File: src/r2ntt_ram.sv
// Generic single-clock RAM with one write port and one registered read port.
// Used for the point store of the NTT engine; no package dependency.
`default_nettype none

module r2ntt_ram #(
    parameter int WIDTH = 8,
    parameter int DEPTH = 16
) (
    input  wire logic                     aclk,
    input  wire logic                     we,
    input  wire logic [$clog2(DEPTH)-1:0] waddr,
    input  wire logic [WIDTH-1:0]         wdata,
    input  wire logic [$clog2(DEPTH)-1:0] raddr,
    output logic      [WIDTH-1:0]         rdata
);

    logic [WIDTH-1:0] mem_reg [DEPTH];

    always_ff @(posedge aclk) begin
        if (we) begin
            mem_reg[waddr] <= wdata;
        end
        rdata <= mem_reg[raddr];
    end

endmodule

`default_nettype wire

File: config.mk
export PLATFORM = sky130hd
export DESIGN_NAME = r2ntt_ram
export DESIGN_NICKNAME = d
export VERILOG_FILES = /design/src/r2ntt_ram.sv
export SDC_FILE = /design/constraint.sdc
export NUM_CORES = 1
export LEC_CHECK = 0
export BUFFER_PORTS_ARGS = -buffer_cell sky130_fd_sc_hd__buf_2
export CORE_ASPECT_RATIO = 1.5
export CORE_MARGIN = 2
export CORE_UTILIZATION = 45
export DETAILED_ROUTE_END_ITERATION = 16
export PLACE_DENSITY = 0.69
export SLEW_MARGIN = 20
export SYNTH_ARGS = -nofsm -noshare
export SYNTH_HDL_FRONTEND = slang
export SYNTH_SLANG_ARGS = --single-unit
File: constraint.sdc
create_clock -name aclk -period 1.8 [get_ports aclk]
set_input_delay 0.36 -clock aclk [delete_from_list [all_inputs] [get_ports aclk]]
set_output_delay 0.36 -clock aclk [all_outputs]
set_load 0.01 [all_outputs]
==> results of run 1 <==
==> placed cells by master, fill, tap and decap left out, types with 8 or more instances in the layout <==
master / instances
mux4_2: 18
nor2_1: 13
nand2_1: 9
dfxtp_1: 8
buf_4: 22
a22oi_1: 16
mux4_1: 14
buf_2: 25
edfxtp_1: 128
clkbuf_16: 17
==> cells by family (layout without fill, tap and decap cells) <==
group / after synthesis / after routing / synth area share
AOI/OAI and AO/OA: 16 / 16 / 0.0233
buffers and inverters: 10 / 81 / 0.0168
DFF: 136 / 136 / 0.778
muxes: 32 / 32 / 0.150
and+or+nand+nor: 35 / 35 / 0.0318
==> layer usage <==
metal  wire, um  track usage  part of all wire
met1       3920        0.220              0.40
met2       5200        0.290              0.53
met3        389       0.0446             0.040
met4        219       0.0909             0.023
met5          0            0                 0
==> worst max-delay path by stage <==
stage                               end  slack [ps]           from
after floorplan           mem_reg[3][0]         170       waddr[2]
after global placement         rdata[3]          20       raddr[0]
after detailed placement       rdata[0]          20       raddr[0]
after CTS                      rdata[0]         420       raddr[0]
after global routing           rdata[3]         350  mem_reg[2][3]
final                          rdata[0]         440       raddr[0]
==> critical path: cells and delay by family <==
kind            cells  cell delay (ps)
simple gates        1              100
buf+inv             2              370
mux                 1              580
compound gates      1              230
==> layout make-up <==
cell class	instances	area [um^2]
Sequential cell	136	4000
Tap cell	147	184
Clock buffer	22	444
Fill cell	841	4970
Clock inverter	9	103
Timing Repair Buffer	50	350
Multi-Input combinational cell	83	1060
==> power groups by stage <==
stage / Clock [mW] / Sequential (mW) / Combinational (mW)
after detailed placement: 0 / 3.63 / 0.344
after CTS: 3.24 / 3.56 / 0.345
after global routing: 3.39 / 3.57 / 0.371
final: 3.20 / 3.56 / 0.339
after global placement: 0 / 3.62 / 0.335
after floorplan: 0 / 3.63 / 0.180
==> through the flow <==
step | hold slack, ps | area (um^2) | total power, mW | instances | setup slack [ps]
detailed placement | 666 | 5600 | 3.97 | 416 | 19.3
floorplan | 459 | 5150 | 3.81 | 229 | 174
global placement | 652 | 5600 | 3.96 | 416 | 15.4
CTS | 324 | 6150 | 7.15 | 447 | 423
finish | 330 | 6150 | 7.10 | 447 | 438
global route | 333 | 6150 | 7.33 | 447 | 350
==> out/results.ini, run 1 <==
[yosys]
synth_area_leader_cell=edfxtp_1
synth_ff_type=edfxtp_1
netlist_area_mm2=0.00515
postSynthAreaPerCell_um2=22.5
synth_area_leaders=edfxtp_1 (75%), mux4_2 (7.9%), mux4_1 (7.1%), dfxtp_1 (3.1%), a22oi_1 (2.3%)
ys_types=19
post-synth-top-count-cell=edfxtp_1
synth_seq_area_share=0.778
async_flop_share=0
synth_top_cell_area_share=0.747
ys_ff_latch=136
yosys_warnings=0
synth_top_cells_by_count=edfxtp_1 (128), mux4_2 (18), a22oi_1 (16)
syn_nets=247
syn_inst=229
synth_edf_count=128

[worst_setup_path]
rrSetupSlack_ps=440
end_kind=flip-flop
max_stage_delay_ps=580
critPathLaunchType=input pin
cp_slowest_cell=mux4_1
r2r-start=mem_reg[5][3]
worstPathArrival_ps=1660
timing.rr.end=rdata[3]
crit_chain=buf_2, buf_12, mux4_1, a22oi_1, nand2_1
critPathKind=input pin to flip-flop
rr_worst_depth=3
crit_required_ps=2090
critical_path.max_fanout=17

[floorplan]
dieArea_mm2=0.0123
die_w_um=91.3
io_pins=26
design.core.area_mm2=0.0111
start_util=0.463
row_count=47
die_y_um=135

[clock_network]
h-tree-depth=4
cts_setup_buffers=0
cts_made_buffers=17
path_clk_slew_ps=60
cts_num_sinks=136
cts_root_buf=clkbuf_16
cts_resized=0
tritoncts=built
cts_hold_buf=0
ctsLongestPathBuffers=2
clock_latency_ps=410

[sta]
min_period_over_period=0.757
finalSetupViolations=0
fmax_ghz=0.734
grt_setup_unrepaired=no
fin_skew_ps=8.34
hold_viol=0
finalMaxSlewViolations=0
period_needed_ps=1360
finalSetupTns_ps=0
slew_headroom=0.752
worstMarginPinSlew_ps=372

[worst_hold_path]
hold_class=input pin to flip-flop
hold_path_depth=1
holdCritStartpoint=wdata[3]
whs_endpoint=mem_reg[13][3]

[drt]
dr_total_vias=2459
first_pass_iters=4
ant_nets=0
wl_per_cell_um=21.8
viasPerCell=5.50
drc=0
drt_wl_total_um=9730
drt_iter0_drc=177

[layout]
syn_to_final_growth_pct=19.4
drive_above_1_share=0.317
final_util=0.553
nets=306
diodes=0
largest_reg_flops=128

[pwr]
peakVddDrop_mv=0.745
power_density_mw_per_mm2=1150
p_leak_nw=2.10
internal_power_mw=5.71
p_sw_mw=1.39
p_comb_frac=0.048
swShare=0.195
p_seq_frac=0.502
p_clk_frac=0.450

[grt]
grt_max_degree=33
grt_pass1_wl_um=15500
grt_usage=0.177
antenna_found_initial=0
grt.overflow.total=0
first_global_vias=2665

[placed_design]
dp_hpwl_um=6470
gp_congestion=0.790
portBuffers=25

[job]
cap_violations=0

[run_status]
status=finished, final reports clean

Note: power is estimated with default switching activity, not from simulation.
==> run 2, diff against run 1 <==
- PLACE_DENSITY: 0.69 -> 0.67
- clock period: 1.8 -> 1.3 ns (I/O delays scaled with it)
==> run 2 against run 1 <==
Effect of this change: utilization up 2.2 points; wire length up 1.0%; hold slack worse by 95 ps; clock power rose by 78%; sequential cell count is the same; sequential share of layout area decreased by 2.5 points; design area increased by 4.0%; combinational power is 49% higher; count of clock-buffer cells in the layout shrank 3; first-iteration DRC count grew 14%; register-to-register slack worse by 400 ps.
==> out/results.ini, run 2 (synthesized netlist as in run 1, its figures left out) <==
[sta]
slew_headroom=0.438  ; was 0.752
min_period_over_period=0.967
hold_viol=0  ; unchanged
finalSetupTns_ps=0  ; unchanged
period_needed_ps=1260
finalMaxSlewViolations=0  ; unchanged
setup_slack_ps=42.5  ; was 438 ps
worstMarginPinSlew_ps=840  ; was 372 ps
fmax_ghz=0.795
grt_setup_unrepaired=yes  ; was no
fin_skew_ps=7.78  ; was 8.34 ps
finalSetupViolations=0  ; unchanged

[grt]
grt_pass1_wl_um=15100  ; was 15500 um
first_global_vias=2647  ; was 2665
grt.overflow.total=0  ; unchanged
antenna_found_initial=0  ; unchanged
grt_max_degree=26  ; was 33
grt_usage=0.175  ; was 0.177

[placed_design]
portBuffers=25  ; unchanged
dp_hpwl_um=6520  ; was 6470 um
dp.cells=424  ; was 416
placed_area_mm2=0.00565  ; was 0.00560 mm^2
place_ws_ps=-345  ; was 19.3 ps
gp_congestion=0.741  ; was 0.790

[drt]
first_pass_iters=4  ; unchanged
dr_total_vias=2461  ; was 2459
drt_iter0_drc=202  ; was 177
drt_wl_total_um=9830  ; was 9730 um
wl_per_cell_um=21.6  ; was 21.8 um
viasPerCell=5.40  ; was 5.50
ant_nets=0  ; unchanged
drc=0  ; unchanged

[worst_setup_path]
critical_path.max_fanout=1  ; was 17
crit_chain=mux4_2, a22oi_2, nand2_1  ; was buf_2, buf_12, mux4_1, a22oi_1, nand2_1
cp_slowest_cell=mux4_2  ; was mux4_1
max_stage_delay_ps=470  ; was 580 ps
worstPathArrival_ps=1560  ; was 1660 ps
rr_worst_depth=3  ; unchanged
end_kind=flip-flop  ; unchanged
critPathLaunchType=flip-flop  ; was input pin
critPathKind=flip-flop to flip-flop  ; was input pin to flip-flop
crit_required_ps=1600  ; was 2090 ps
rrSetupSlack_ps=40  ; was 440 ps

[layout]
postLayoutCellArea_mm2=0.00639  ; was 0.00615 mm^2
syn_to_final_growth_pct=24.2  ; was 19.4%
multiInputGateArea_mm2=0.00108  ; was 0.00106 mm^2
final_cells=456  ; was 447
diodes=0  ; unchanged
fillers=802  ; was 841
largest_reg_flops=128  ; unchanged
regArea_mm2=0.00400  ; unchanged
layout_commonest_cell=edfxtp_1  ; unchanged
nets=314  ; was 306
drive_above_1_share=0.427  ; was 0.317
final_cell_mix=edfxtp_1 (128), mux4_2 (30), buf_4 (30)  ; was edfxtp_1 (128), buf_2 (25), buf_4 (22)

[floorplan]
die_y_um=135  ; unchanged
die_w_um=91.3  ; unchanged
design.core.area_mm2=0.0111  ; unchanged
dieArea_mm2=0.0123  ; unchanged
io_pins=26  ; unchanged
row_count=47  ; unchanged
start_util=0.463  ; unchanged

[clock_network]
clock_latency_ps=410  ; about the same
path_clk_slew_ps=60  ; about the same
cts_num_sinks=136  ; unchanged
cts_made_buffers=17  ; unchanged
cts_setup_buffers=0  ; unchanged
h-tree-depth=4  ; unchanged
cts_root_buf=clkbuf_16  ; unchanged
tritoncts=built  ; unchanged
ctsLongestPathBuffers=2  ; unchanged

[worst_hold_path]
hold_path_depth=1  ; unchanged
hold_class=input pin to flip-flop  ; unchanged

[pwr]
power_density_mw_per_mm2=1750  ; was 1150 mW/mm^2
power_mw=11.2  ; was 7.10 mW
p_leak_nw=2.19  ; was 2.10 nW
peakVddDrop_mv=0.956  ; was 0.745 mV

[job]
cap_violations=0  ; unchanged

[run_status]
status=finished, final reports clean  ; unchanged

## run 2: cell types whose count changed in the layout (fill, tap and decap cells not counted), moves of 3 or more
cell / before / now
mux4_2: 18 / 30
nor2_1: 13 / 10
a22oi_1: 16 / 10
bufinv_16: 2 / 8
nor2_2: 0 / 3
buf_4: 22 / 30
mux4_1: 14 / 2
clkbuf_1: 5 / 1
nor3_1: 3 / 0
a22oi_2: 0 / 6
## run 2: power by group
part | switching (mW) | internal, mW | leakage, nW | total (mW)
registers | 0.0327 | 4.90 | 1.22 | 4.94
clock network | 1.68 | 4.03 | 0.349 | 5.71
logic | 0.277 | 0.228 | 0.616 | 0.505
total | 1.99 | 9.16 | 2.19 | 11.2
## run 2: final timing paths
kind,startpoint,to
max reg2reg,mem_reg[1][6],rdata[6]
max,mem_reg[1][6],rdata[6]
min reg2reg,mem_reg[7][3],rdata[3]
min,wdata[7],mem_reg[5][7]
## run 2: area by class of cell
class / instances / share of cell area
sequential: 136 / 0.626
clock inverter: 13 / 0.0425
timing repair buffer: 58 / 0.0642
clock buffer: 19 / 0.0693
multi-input combinational: 83 / 0.169
tap: 147 / 0.0288
## run 2: what timing repair did
item / CTS / global route
endpoints found under the setup margin: 4 / 5
gates resized for setup: 5 / 2
hold buffers: 0 / 0
pin swaps: 0 / 1
## run 2: worst max-delay path, delay by kind of cell (launching register included)
kind	cells	cell delay, ps
AOI/OAI and AO/OA	1	200
DFF	1	400
muxes	1	470
and+or+nand+nor	1	80
## run 2: through the flow
stage / hold WS, ps / util
after CTS: 230 / 0.574
final: 235 / 0.575
after detailed placement: 656 / 0.508
after global routing: 233 / 0.575
after floorplan: 359 / -
after global placement: 650 / 0.508
## run 2: routing by layer
metal	GRT usage	wire, um	vias to the layer above
met5	0	0	-
met4	0.0783	165	0
met3	0.0463	442	14
met2	0.318	5470	73
met1	0.191	3760	1275
li1	-	-	1099
==> run 3, diff against run 2 <==
- CORE_UTILIZATION: 45 -> 40
- PLACE_DENSITY: 0.67 -> 0.61
==> run 3 against run 2 <==
Effect of this change: non-clock buffer count shrank 1; die area is 12% higher; combinational power increased by 5.5%; clock power decreased by 14%; critical path type unchanged; critical endpoint is now rdata[3].
==> out/results.ini, run 3 (synthesized netlist as in run 1, its figures left out) <==
[grt]
grt_usage=0.157  ; was 0.175
met2_usage=0.272  ; was 0.318
gr-usage-met3=0.0328  ; was 0.0463
grt.overflow.total=0  ; unchanged
grt_pass1_wl_um=15300  ; was 15100 um
first_global_vias=2614  ; was 2647
grt_max_degree=20  ; was 26
busiest_layer=met2  ; unchanged
antenna_found_initial=0  ; unchanged
use_met1=0.184  ; was 0.191

[run_status]
status=finished, final reports clean  ; unchanged

[layout]
drive_above_1_share=0.433  ; was 0.427
syn_to_final_growth_pct=23.2  ; was 24.2%
final_cell_mix=edfxtp_1 (128), mux4_2 (31), buf_4 (26)  ; was edfxtp_1 (128), mux4_2 (30), buf_4 (30)
final_util=0.507  ; was 0.575
postLayoutCellArea_mm2=0.00634  ; was 0.00639 mm^2
fillers=1016  ; was 802
diodes=0  ; unchanged
final_cells=463  ; was 456
largest_reg_flops=128  ; unchanged
layout_commonest_cell=edfxtp_1  ; unchanged
nets=313  ; was 314

[placed_design]
gp_congestion=0.790  ; was 0.741
portBuffers=25  ; unchanged
placed_area_mm2=0.00569  ; was 0.00565 mm^2
dp_hpwl_um=6800  ; was 6520 um
dp.cells=432  ; was 424

[pwr]
p_sw_mw=1.97  ; was 1.99 mW
power_density_mw_per_mm2=1640  ; was 1750 mW/mm^2
p_clk_frac=0.474  ; was 0.512
internal_power_mw=8.43  ; was 9.16 mW
swShare=0.189  ; was 0.179
peakVddDrop_mv=0.935  ; was 0.956 mV
p_seq_frac=0.474  ; was 0.443
p_leak_nw=2.14  ; was 2.19 nW
p_comb_frac=0.051  ; was 0.045

[clock_network]
clock_latency_ps=410  ; about the same
ctsLongestPathBuffers=2  ; unchanged
cts_root_buf=clkbuf_16  ; unchanged
cts_setup_buffers=0  ; unchanged
path_clk_slew_ps=60  ; about the same
h-tree-depth=4  ; unchanged
tritoncts=built  ; unchanged
cts_made_buffers=17  ; unchanged
cts_num_sinks=136  ; unchanged
cts_hold_buf=0  ; unchanged

[worst_setup_path]
critPathKind=flip-flop to flip-flop  ; unchanged
worstPathArrival_ps=1580  ; was 1560 ps
max_stage_delay_ps=510  ; was 470 ps
end_kind=flip-flop  ; unchanged
cp_slowest_cell=mux4_2  ; unchanged
critical_path.max_fanout=1  ; unchanged
critPathLaunchType=flip-flop  ; unchanged
crit_chain=mux4_2, a22oi_2, nand2_1  ; unchanged
crit_required_ps=1600  ; about the same

[drt]
ant_nets=0  ; unchanged
viasPerCell=5.45  ; was 5.40
drc=0  ; unchanged
drt_wl_total_um=10200  ; was 9830 um
first_pass_iters=4  ; unchanged
wl_per_cell_um=22.1  ; was 21.6 um
dr_total_vias=2522  ; was 2461
drt_iter0_drc=206  ; was 202

[sta]
slew_headroom=0.294  ; was 0.438
fmax_ghz=0.780  ; was 0.795 GHz
min_period_over_period=0.986  ; was 0.967
worstMarginPinSlew_ps=1050  ; was 840 ps
finalSetupViolations=0  ; unchanged
period_needed_ps=1280  ; was 1260 ps
hold_viol=0  ; unchanged
finalSetupTns_ps=0  ; unchanged
grt_setup_unrepaired=yes  ; unchanged
fin_skew_ps=10.9  ; was 7.78 ps
finalMaxSlewViolations=0  ; unchanged

[floorplan]
dieArea_mm2=0.0138  ; was 0.0123 mm^2
io_pins=26  ; unchanged
row_count=50  ; was 47
die_y_um=143  ; was 135 um
die_w_um=96.6  ; was 91.3 um
design.core.area_mm2=0.0125  ; was 0.0111 mm^2
start_util=0.411  ; was 0.463

[job]
cap_violations=0  ; unchanged

[worst_hold_path]
hold_class=input pin to flip-flop  ; unchanged

[run 3: changes by cell type in the layout (fill, tap and decap cells not counted), moves of 2 or more]
cell        previous run  this run
buf_12                 3         6
clkinvlp_4             0         2
clkbuf_1               1         3
a22oi_1               10         7
buf_4                 30        26
bufinv_16              8         4
a22oi_2                6         9
[run 3: area by class of cell]
class / count / area, um^2 / area share
Clock buffer: 22 / 464 / 0.0732
Clock inverter: 9 / 150 / 0.0237
Multi-Input combinational cell: 83 / 1090 / 0.172
Sequential cell: 136 / 4000 / 0.631
Tap cell: 156 / 195 / 0.0308
Timing Repair Buffer: 57 / 440 / 0.0694
[run 3: routing by layer]
| layer | share of wire | vias to the layer above |
|---|---|---|
| met2 | 0.55 | 75 |
| met3 | 0.039 | 17 |
| met1 | 0.39 | 1338 |
| met4 | 0.022 | 0 |
| met5 | 0 | - |
| li1 | - | 1092 |
[run 3: final timing paths]
path	from	end	slack, ps	cells past startpoint
worst min-delay path	wdata[4]	mem_reg[2][4]	230	1
worst max-delay path	mem_reg[0][3]	rdata[3]	20	3
worst min register to register	mem_reg[15][3]	rdata[3]	670	3
worst max register to register	mem_reg[0][3]	rdata[3]	20	3
[run 3: metrics by stage]
| step | total power [mW] | hold slack, ps | worst slack (ps) |
|---|---|---|---|
| 4_1_cts | 10.5 | 214 | 0.455 |
| 3_3_place_gp | 5.53 | 643 | -350 |
| 6_report | 10.4 | 233 | 18.5 |
| 3_5_place_dp | 5.54 | 651 | -364 |
| 5_1_grt | 10.7 | 240 | -14.4 |
| 2_1_floorplan | 5.30 | 359 | -63.0 |
[run 3: timing repair]
item | CTS | global route
pin swaps | 0 | 1
resized for setup | 2 | 9
setup endpoints to repair | 2 | 7
[run 3: worst max-delay path: cells and delay by family (launching register included)]
family          cells  cell delay [ps]
flops               1              390
simple gates        1               80
mux                 1              510
compound gates      1              200
[run 3: power groups by stage]
stage / registers, mW / clock network [mW] / logic, mW
after CTS: 4.94 / 5.00 / 0.527
after detailed placement: 5.02 / 0 / 0.519
final: 4.93 / 4.93 / 0.533
after global placement: 5.02 / 0 / 0.513
after global routing: 4.94 / 5.17 / 0.576
after floorplan: 5.03 / 0 / 0.274
